===== config.mk =====
export PLATFORM = sky130hd
export DESIGN_NAME = time_of_day_adjust_unit
export DESIGN_NICKNAME = d
export VERILOG_FILES = /design/src/tdadj_pkg.sv /design/src/tdadj_split.sv /design/src/tdadj_core.sv /design/src/time_of_day_adjust_unit.sv
export SDC_FILE = /design/constraint.sdc
export NUM_CORES = 2
export LEC_CHECK = 0
export BUFFER_PORTS_ARGS = -buffer_cell sky130_fd_sc_hd__buf_2
export CORE_ASPECT_RATIO = 0.6
export CORE_MARGIN = 2
export CORE_UTILIZATION = 60
export CTS_CLUSTER_DIAMETER = 40
export DETAILED_ROUTE_END_ITERATION = 12
export PLACE_DENSITY = 0.76
export SETUP_SLACK_MARGIN = 0.4
export SLEW_MARGIN = 20
export SYNTH_ARGS = -nofsm -noshare
export SYNTH_HDL_FRONTEND = slang
export SYNTH_SLANG_ARGS = --single-unit

===== constraint.sdc =====
create_clock -name clk_i -period 7 [get_ports clk_i]
set_clock_uncertainty 0.05 [all_clocks]
set_input_delay 1.05 -clock clk_i [delete_from_list [all_inputs] [get_ports clk_i]]
set_output_delay 1.05 -clock clk_i [all_outputs]
set_load 0.01 [all_outputs]

===== src/tdadj_pkg.sv =====
// shared types and constants for the time-of-day adjust unit
// no dependencies
package tdadj_pkg;

  localparam int unsigned AmtW     = 17;
  localparam int unsigned HourW    = 5;
  localparam int unsigned MinW     = 6;
  localparam int unsigned SecW     = 6;
  localparam int unsigned QuoW     = 13;
  localparam int unsigned RecipW   = 30;
  localparam int unsigned DivShift = 34;
  localparam int unsigned ProdW    = AmtW + RecipW;
  localparam int unsigned RemW     = AmtW + QuoW;

  localparam logic [AmtW-1:0] SecPerDay   = 17'd86400;
  localparam logic [AmtW-1:0] MinPerDay   = 17'd1440;
  localparam logic [AmtW-1:0] HoursPerDay = 17'd24;
  localparam logic [AmtW-1:0] SecPerHour  = 17'd3600;
  localparam logic [AmtW-1:0] SecPerMin   = 17'd60;

  // reciprocals for exact constant division: q = (x * k) >> DivShift
  localparam logic [63:0] DivOne = 64'd1 << DivShift;
  localparam logic [RecipW-1:0] RecipSecDay =
    RecipW'((DivOne + 64'(SecPerDay) - 64'd1) / 64'(SecPerDay));
  localparam logic [RecipW-1:0] RecipMinDay =
    RecipW'((DivOne + 64'(MinPerDay) - 64'd1) / 64'(MinPerDay));
  localparam logic [RecipW-1:0] RecipHourDay =
    RecipW'((DivOne + 64'(HoursPerDay) - 64'd1) / 64'(HoursPerDay));
  localparam logic [RecipW-1:0] RecipSecHour =
    RecipW'((DivOne + 64'(SecPerHour) - 64'd1) / 64'(SecPerHour));
  localparam logic [RecipW-1:0] RecipSecMin =
    RecipW'((DivOne + 64'(SecPerMin) - 64'd1) / 64'(SecPerMin));

  localparam logic [SecW:0]  SecWrap  = 7'd60;
  localparam logic [MinW:0]  MinWrap  = 7'd60;
  localparam logic [HourW:0] HourWrap = 6'd24;

  typedef enum logic [1:0] {
    OpInc = 2'd0,
    OpDec = 2'd1,
    OpAdd = 2'd2,
    OpSub = 2'd3
  } op_e;

  typedef enum logic [1:0] {
    UnitSec  = 2'd0,
    UnitMin  = 2'd1,
    UnitHour = 2'd2,
    UnitBad  = 2'd3
  } unit_e;

  typedef struct packed {
    op_e             operation;
    unit_e           unit;
    logic [AmtW-1:0] amount;
  } in_t;

  typedef struct packed {
    logic [HourW-1:0] hours_now;
    logic [MinW-1:0]  minutes_now;
    logic [SecW-1:0]  seconds_now;
    logic             bad_unit;
  } out_t;

  typedef struct packed {
    op_e              op;
    unit_e            unit;
    logic [AmtW-1:0]  x;
    logic [QuoW-1:0]  q;
    logic [HourW-1:0] dh;
    logic [MinW-1:0]  dm;
    logic [SecW-1:0]  ds;
  } pipe_t;

  typedef struct packed {
    op_e              op;
    unit_e            unit;
    logic [HourW-1:0] dh;
    logic [MinW-1:0]  dm;
    logic [SecW-1:0]  ds;
  } delta_t;

endpackage


===== src/tdadj_split.sv =====
// amount decomposition pipeline: reduces the amount modulo one day and
// splits it into hour, minute and second deltas; uses tdadj_pkg
module tdadj_split (
  input  logic             clk_i,
  input  logic             rst_ni,
  input  logic             in_valid_i,
  output logic             in_ready_o,
  input  tdadj_pkg::in_t    in_i,
  output logic             out_valid_o,
  input  logic             out_ready_i,
  output tdadj_pkg::delta_t out_o
);

  localparam int unsigned NumStg = 7;

  tdadj_pkg::pipe_t stg_q [NumStg];
  tdadj_pkg::pipe_t stg_d [NumStg];
  logic [NumStg-1:0] vld_q;
  logic [NumStg-1:0] vld_in;
  logic [NumStg:0]   adv;
  logic [tdadj_pkg::AmtW-1:0] ds_raw;

  function automatic logic [tdadj_pkg::QuoW-1:0] recip_quo(
    input logic [tdadj_pkg::AmtW-1:0]   x,
    input logic [tdadj_pkg::RecipW-1:0] k
  );
    logic [tdadj_pkg::ProdW-1:0] prod;
    prod = tdadj_pkg::ProdW'(x) * tdadj_pkg::ProdW'(k);
    return prod[tdadj_pkg::DivShift +: tdadj_pkg::QuoW];
  endfunction

  function automatic logic [tdadj_pkg::AmtW-1:0] quo_rem(
    input logic [tdadj_pkg::AmtW-1:0] x,
    input logic [tdadj_pkg::QuoW-1:0] q,
    input logic [tdadj_pkg::AmtW-1:0] d
  );
    logic [tdadj_pkg::RemW-1:0] prod;
    prod = tdadj_pkg::RemW'(q) * tdadj_pkg::RemW'(d);
    return x - prod[tdadj_pkg::AmtW-1:0];
  endfunction

  assign adv[NumStg] = out_ready_i;
  assign vld_in      = {vld_q[NumStg-2:0], in_valid_i};

  for (genvar i = 0; i < NumStg; i++) begin : g_stg
    assign adv[i] = !vld_q[i] || adv[i+1];

    always_ff @(posedge clk_i or negedge rst_ni) begin
      if (!rst_ni) begin
        vld_q[i] <= 1'b0;
      end else if (adv[i]) begin
        vld_q[i] <= vld_in[i];
      end
    end

    always_ff @(posedge clk_i) begin
      if (adv[i]) begin
        stg_q[i] <= stg_d[i];
      end
    end
  end

  always_comb begin
    // capture
    stg_d[0]      = '0;
    stg_d[0].op   = in_i.operation;
    stg_d[0].unit = in_i.unit;
    stg_d[0].x    = in_i.amount;

    // quotient by the day length in the chosen unit
    stg_d[1] = stg_q[0];
    case (stg_q[0].unit)
      tdadj_pkg::UnitSec: stg_d[1].q = recip_quo(stg_q[0].x, tdadj_pkg::RecipSecDay);
      tdadj_pkg::UnitMin: stg_d[1].q = recip_quo(stg_q[0].x, tdadj_pkg::RecipMinDay);
      default:            stg_d[1].q = recip_quo(stg_q[0].x, tdadj_pkg::RecipHourDay);
    endcase

    // amount within one day
    stg_d[2] = stg_q[1];
    case (stg_q[1].unit)
      tdadj_pkg::UnitSec: stg_d[2].x = quo_rem(stg_q[1].x, stg_q[1].q, tdadj_pkg::SecPerDay);
      tdadj_pkg::UnitMin: stg_d[2].x = quo_rem(stg_q[1].x, stg_q[1].q, tdadj_pkg::MinPerDay);
      default:            stg_d[2].x = quo_rem(stg_q[1].x, stg_q[1].q, tdadj_pkg::HoursPerDay);
    endcase

    // hour digit
    stg_d[3] = stg_q[2];
    if (stg_q[2].unit == tdadj_pkg::UnitSec) begin
      stg_d[3].q = recip_quo(stg_q[2].x, tdadj_pkg::RecipSecHour);
    end else begin
      stg_d[3].q = recip_quo(stg_q[2].x, tdadj_pkg::RecipSecMin);
    end

    stg_d[4] = stg_q[3];
    if (stg_q[3].unit == tdadj_pkg::UnitHour) begin
      stg_d[4].dh = stg_q[3].x[tdadj_pkg::HourW-1:0];
    end else begin
      stg_d[4].dh = stg_q[3].q[tdadj_pkg::HourW-1:0];
    end
    if (stg_q[3].unit == tdadj_pkg::UnitSec) begin
      stg_d[4].x = quo_rem(stg_q[3].x, stg_q[3].q, tdadj_pkg::SecPerHour);
    end else begin
      stg_d[4].x = quo_rem(stg_q[3].x, stg_q[3].q, tdadj_pkg::SecPerMin);
    end

    // minute and second digits
    stg_d[5]   = stg_q[4];
    stg_d[5].q = recip_quo(stg_q[4].x, tdadj_pkg::RecipSecMin);

    stg_d[6] = stg_q[5];
    ds_raw   = quo_rem(stg_q[5].x, stg_q[5].q, tdadj_pkg::SecPerMin);
    case (stg_q[5].unit)
      tdadj_pkg::UnitSec: begin
        stg_d[6].dm = stg_q[5].q[tdadj_pkg::MinW-1:0];
        stg_d[6].ds = ds_raw[tdadj_pkg::SecW-1:0];
      end
      tdadj_pkg::UnitMin: begin
        stg_d[6].dm = ds_raw[tdadj_pkg::MinW-1:0];
        stg_d[6].ds = '0;
      end
      default: begin
        stg_d[6].dm = '0;
        stg_d[6].ds = '0;
      end
    endcase
  end

  assign in_ready_o  = adv[0];
  assign out_valid_o = vld_q[NumStg-1];

  always_comb begin
    out_o.op   = stg_q[NumStg-1].op;
    out_o.unit = stg_q[NumStg-1].unit;
    out_o.dh   = stg_q[NumStg-1].dh;
    out_o.dm   = stg_q[NumStg-1].dm;
    out_o.ds   = stg_q[NumStg-1].ds;
  end

endmodule


===== src/tdadj_core.sv =====
// time-of-day state and result register: mixed-radix add or subtract of
// the hour, minute and second deltas; uses tdadj_pkg
module tdadj_core (
  input  logic              clk_i,
  input  logic              rst_ni,
  input  logic              in_valid_i,
  output logic              in_ready_o,
  input  tdadj_pkg::delta_t in_i,
  output logic              out_valid_o,
  input  logic              out_ready_i,
  output tdadj_pkg::out_t   out_o
);

  logic                        out_valid_q;
  logic [tdadj_pkg::HourW-1:0] hour_q, hour_d;
  logic [tdadj_pkg::MinW-1:0]  min_q, min_d;
  logic [tdadj_pkg::SecW-1:0]  sec_q, sec_d;
  logic                        bad_q, bad_d;
  logic                        load;

  logic [tdadj_pkg::HourW-1:0] dh;
  logic [tdadj_pkg::MinW-1:0]  dm;
  logic [tdadj_pkg::SecW-1:0]  ds;
  logic                        up;
  logic [tdadj_pkg::SecW:0]    s_sum, s_dif;
  logic [tdadj_pkg::MinW:0]    m_sum, m_dif;
  logic [tdadj_pkg::HourW:0]   h_sum, h_dif;
  logic [tdadj_pkg::SecW:0]    s_up, s_dn;
  logic [tdadj_pkg::MinW:0]    m_up, m_dn;
  logic [tdadj_pkg::HourW:0]   h_up, h_dn;
  logic                        s_cy, m_cy, s_bw, m_bw, h_bw;

  assign in_ready_o = !out_valid_q || out_ready_i;
  assign load       = in_valid_i && in_ready_o;

  always_comb begin
    dh = in_i.dh;
    dm = in_i.dm;
    ds = in_i.ds;
    if (in_i.op inside {tdadj_pkg::OpInc, tdadj_pkg::OpDec}) begin
      dh = '0;
      dm = '0;
      ds = '0;
      case (in_i.unit)
        tdadj_pkg::UnitSec: ds = tdadj_pkg::SecW'(1);
        tdadj_pkg::UnitMin: dm = tdadj_pkg::MinW'(1);
        default:            dh = tdadj_pkg::HourW'(1);
      endcase
    end
    up = in_i.op inside {tdadj_pkg::OpInc, tdadj_pkg::OpAdd};

    // carry chain
    s_sum = {1'b0, sec_q} + {1'b0, ds};
    s_cy  = s_sum >= tdadj_pkg::SecWrap;
    s_up  = s_cy ? s_sum - tdadj_pkg::SecWrap : s_sum;
    m_sum = {1'b0, min_q} + {1'b0, dm} + (tdadj_pkg::MinW + 1)'(s_cy);
    m_cy  = m_sum >= tdadj_pkg::MinWrap;
    m_up  = m_cy ? m_sum - tdadj_pkg::MinWrap : m_sum;
    h_sum = {1'b0, hour_q} + {1'b0, dh} + (tdadj_pkg::HourW + 1)'(m_cy);
    h_up  = (h_sum >= tdadj_pkg::HourWrap) ? h_sum - tdadj_pkg::HourWrap : h_sum;

    // borrow chain
    s_dif = {1'b0, sec_q} - {1'b0, ds};
    s_bw  = s_dif[tdadj_pkg::SecW];
    s_dn  = s_bw ? s_dif + tdadj_pkg::SecWrap : s_dif;
    m_dif = {1'b0, min_q} - {1'b0, dm} - (tdadj_pkg::MinW + 1)'(s_bw);
    m_bw  = m_dif[tdadj_pkg::MinW];
    m_dn  = m_bw ? m_dif + tdadj_pkg::MinWrap : m_dif;
    h_dif = {1'b0, hour_q} - {1'b0, dh} - (tdadj_pkg::HourW + 1)'(m_bw);
    h_bw  = h_dif[tdadj_pkg::HourW];
    h_dn  = h_bw ? h_dif + tdadj_pkg::HourWrap : h_dif;

    if (in_i.unit == tdadj_pkg::UnitBad) begin
      hour_d = hour_q;
      min_d  = min_q;
      sec_d  = sec_q;
      bad_d  = 1'b1;
    end else if (up) begin
      hour_d = h_up[tdadj_pkg::HourW-1:0];
      min_d  = m_up[tdadj_pkg::MinW-1:0];
      sec_d  = s_up[tdadj_pkg::SecW-1:0];
      bad_d  = 1'b0;
    end else begin
      hour_d = h_dn[tdadj_pkg::HourW-1:0];
      min_d  = m_dn[tdadj_pkg::MinW-1:0];
      sec_d  = s_dn[tdadj_pkg::SecW-1:0];
      bad_d  = 1'b0;
    end
  end

  always_ff @(posedge clk_i or negedge rst_ni) begin
    if (!rst_ni) begin
      out_valid_q <= 1'b0;
      hour_q      <= '0;
      min_q       <= '0;
      sec_q       <= '0;
      bad_q       <= 1'b0;
    end else if (load) begin
      out_valid_q <= 1'b1;
      hour_q      <= hour_d;
      min_q       <= min_d;
      sec_q       <= sec_d;
      bad_q       <= bad_d;
    end else if (out_ready_i) begin
      out_valid_q <= 1'b0;
    end
  end

  assign out_valid_o       = out_valid_q;
  assign out_o.hours_now   = hour_q;
  assign out_o.minutes_now = min_q;
  assign out_o.seconds_now = sec_q;
  assign out_o.bad_unit    = bad_q;

endmodule


===== src/time_of_day_adjust_unit.sv =====
// a result is valid once its transaction has passed the 7 split stages and the result register
// throughput: one transaction per cycle through a 7-stage constant-division pipeline,
// unless a stalled result backs it up; input stalls once all 7 stages are full
// reset: time 00:00:00, pipeline and result register empty
// top level; uses tdadj_pkg, tdadj_split and tdadj_core
module time_of_day_adjust_unit (
  input  logic            clk_i,
  input  logic            rst_ni,
  input  logic            in_valid_i,
  output logic            in_ready_o,
  input  tdadj_pkg::in_t  in_i,
  output logic            out_valid_o,
  input  logic            out_ready_i,
  output tdadj_pkg::out_t out_o
);

  logic              mid_valid;
  logic              mid_ready;
  tdadj_pkg::delta_t mid_delta;

  tdadj_split u_split (
    .clk_i       (clk_i),
    .rst_ni      (rst_ni),
    .in_valid_i  (in_valid_i),
    .in_ready_o  (in_ready_o),
    .in_i        (in_i),
    .out_valid_o (mid_valid),
    .out_ready_i (mid_ready),
    .out_o       (mid_delta)
  );

  tdadj_core u_core (
    .clk_i       (clk_i),
    .rst_ni      (rst_ni),
    .in_valid_i  (mid_valid),
    .in_ready_o  (mid_ready),
    .in_i        (mid_delta),
    .out_valid_o (out_valid_o),
    .out_ready_i (out_ready_i),
    .out_o       (out_o)
  );

endmodule


==> impl_metrics.ini <==
[sta]
setup_slack_ns = 0.568
setup_violations = 0
worst_pin_slew_ns = 1.18
final.min_clock_period_ns = 6.43
finalSetupTns_ns = 0
fmax_ghz = 0.155
slew_viol_final = 0
final_hold_viol_count = 0
rsz0062_at_grt = yes
relSlewSlack = 0.202
finalCritPeriodShare = 0.919

[routing]
drcViolationCount = 0
drt_first_iter_violations = 2366
wirelength_um = 92500
antenna_left = 0
routedWlPerCell_um = 20.3
via_per_inst = 5.69
drtPass1Iterations = 6
num_vias = 25800

[yosys]
syn_area_um2 = 37500
synth_top_family_by_area = adder cells
syn_inst = 3584
synth_edf_count = 177
synth_compound_area_frac = 0.0874
muxShareOfSynthArea = 0.00715
seq_area_frac_synth = 0.159
post_synth_and_or_nand_nor_area_fraction = 0.0597
synth_fp_nets = 5003
async_flop_share = 0.128
yosys_warnings = 0
synthXorXnorAreaFrac = 0.0416
yosys.area_share.adder = 0.562
avgSynthCellArea_um2 = 10.5
synth-seq-cells = 203
yosysUniqueCellTypes = 78
ys.flop_type = edfxtp_1

[hold_path]
min_path_type = reg2reg
hold_end = u_split.stg_q[6][16]
min_from = u_split.stg_q[5][16]
min_path_cells = 0

[setup_path]
cp_cell_sequence = buf_4, ha_1, inv_1, fa_1, inv_1, fa_1, fa_1, inv_1, fa_1, fa_1, ha_1, nand4_1, nor4_2, a221o_1, a21oi_1, a31oi_4, o41ai_2, o21ba_1, xnor2_1, a22o_1
crit_required_ns = 7.27
r2r_cells = 20
slowest_delay_ns = 0.58
critPathMaxFanout = 4
reg2reg_slack_ns = 0.57
cp.arrival_ns = 6.70
reg2reg_from = u_split.stg_q[0][46]
critical-path-top-delay-family = adder cells
end_kind = flop
critPathLaunchType = flop
path_buf_inv = 4
path_common_cell = fa_1
timing.rr.end = u_split.stg_q[1][21]
crit_type = reg2reg
crit_path_top_delay_cell = fa_1

[floorplan]
rows = 70
start_util = 0.611
die-area_um2 = 64500
die_h_um = 198
die-width_um = 327
core_um2 = 61300
io_pins = 45

[clock_network]
cts_buffer_depth = 3
cts_tree = built
postCtsHoldBufs = 0
root_buffer = clkbuf_16
cts_buffers = 27
worst_skew_pair.late_latency_ns = 0.57
clk_pin_slew_worst_paths_ns = 0.07
clock-sinks = 203
htreeDepth = 1

[placement]
hpwlAfterDp_um = 79800
port_buffers = 44
place.gp.congestion = 1.03
dp_slack_ns = 0.183

[grt]
grt_pass1_wl_um = 149000
grt_max_degree = 36
track_usage = 0.299
overflow = 0
grt_antenna_before_repair = 2
grt_pass1_vias = 26400

[status]
status = finished, final reports clean

[flow_run]
maxCapViolations = 0

[finish]
syn_to_final_growth_pct = 7.04
nets = 5114
drive_gt1_frac = 0.0544
diodes = 0
[final cells by class]
cell class | instances | area [um^2]
Sequential cell | 203 | 5970
Clock inverter | 17 | 185
Tap cell | 828 | 1040
Fill cell | 4786 | 21200
Clock buffer | 32 | 704
Timing Repair Buffer | 106 | 693
Multi-Input combinational cell | 2551 | 28500
Inverter | 806 | 3030
[timing repair]
action | CTS | global route
setup buffers | 1 | 13
gates resized for setup | 2 | 23
pin swaps | 1 | 6
endpoints found under the setup margin | 5 | 14
[worst max-delay path by stage]
stage | start | to | cells past startpoint
6_report | u_split.stg_q[0][46] | u_split.stg_q[1][21] | 20
5_1_grt | u_split.stg_q[6][50] | u_core.hour_q[4] | 33
4_1_cts | u_split.stg_q[0][45] | u_split.stg_q[1][19] | 20
3_5_place_dp | u_split.stg_q[0][45] | u_split.stg_q[1][19] | 20
3_3_place_gp | u_split.stg_q[0][46] | u_split.stg_q[1][29] | 18
2_1_floorplan | u_split.stg_q[0][41] | u_split.stg_q[1][29] | 18
[routing by layer]
| layer | vias to the layer above | part of all wire | global-route usage |
|---|---|---|---|
| met4 | 2 | 0.0062 | 0.0262 |
| met5 | - | 0.00068 | 0.00975 |
| met2 | 1018 | 0.36 | 0.372 |
| met3 | 46 | 0.14 | 0.134 |
| met1 | 12600 | 0.50 | 0.476 |
| li1 | 12200 | - | - |
[synthesized netlist by cell type (27+ instances only)]
| library cell | number | share of area |
|---|---|---|
| a211oi_1 | 27 | 0.0054 |
| a21o_1 | 67 | 0.013 |
| a21oi_1 | 139 | 0.019 |
| edfxtp_1 | 177 | 0.14 |
| fa_1 | 479 | 0.26 |
| ha_1 | 915 | 0.31 |
| inv_1 | 805 | 0.081 |
| nand2_1 | 95 | 0.0095 |
| nand2b_1 | 31 | 0.0052 |
| nand3_1 | 45 | 0.0060 |
| nor2_1 | 116 | 0.012 |
| nor2b_1 | 28 | 0.0047 |
| nor3_1 | 45 | 0.0060 |
| o21ai_0 | 64 | 0.0086 |
| o21ai_1 | 46 | 0.0061 |
| xnor2_1 | 112 | 0.026 |
| xor2_1 | 66 | 0.015 |
[worst register-to-register path: cells and delay by family, from the launching register on]
family	cells	cell delay [ns]
buffers and inverters	4	0.47
flip-flops	1	0.45
AO/OA/AOI/OAI	6	1.59
XOR/XNOR	1	0.06
adder cells (fa/ha/maj)	7	3.38
AND/OR/NAND/NOR	2	0.19
[logic make-up after synthesis]
logic type	count (synthesis)
buf+inv	830
flops	203
compound gates	501
xor+xnor	178
simple gates	452
mux	26
fa+ha+maj	1394
[stage by stage]
step	cells	util	area, um^2	hold slack (ns)
after floorplan	3584	-	37500	0.350
after global placement	4480	0.636	39000	0.353
after detailed placement	4480	0.636	39000	0.355
after CTS	4530	0.651	39900	0.365
after global routing	4543	0.654	40100	0.374
final	4543	0.654	40100	0.363
[sequential cells by signal, summed over array words and instances (netlist names)]
name / flops
u_split.stg_q: 177
u_core.min_q: 6
u_core.sec_q: 6
u_split.vld_in: 6
u_core.hour_q: 5
u_core.bad_q: 1
u_core.out_valid_o: 1
u_split.out_valid_o: 1
[cells in the final DEF (no fill, tap or decap), types with 6 or more instances in the layout]
cell type	count
xnor2_1	112
nand3_1	44
o21ai_0	64
mux2_2	6
fa_1	476
o211ai_1	8
nand4_1	16
o21bai_1	20
mux2i_1	20
nor2b_1	28
o41ai_1	9
or3_1	11
a31oi_1	14
a21oi_1	137
a211o_1	6
o21a_1	19
nand2_1	94
o31ai_1	7
a211oi_1	27
a21o_1	67
inv_1	804
nor2_1	116
buf_4	61
and2_1	12
nor3b_1	8
dfrtp_1	26
or2_2	10
ha_1	909
edfxtp_1	177
nand2b_1	31
buf_2	44
xor2_1	65
a21boi_1	8
and3_1	15
a31o_1	6
o21ai_1	44
clkbuf_16	27
nor3_1	45
Power is left out: the tool's default activity adds up to more than one toggle a clock period on the data nets, which glitch-free logic cannot reach.
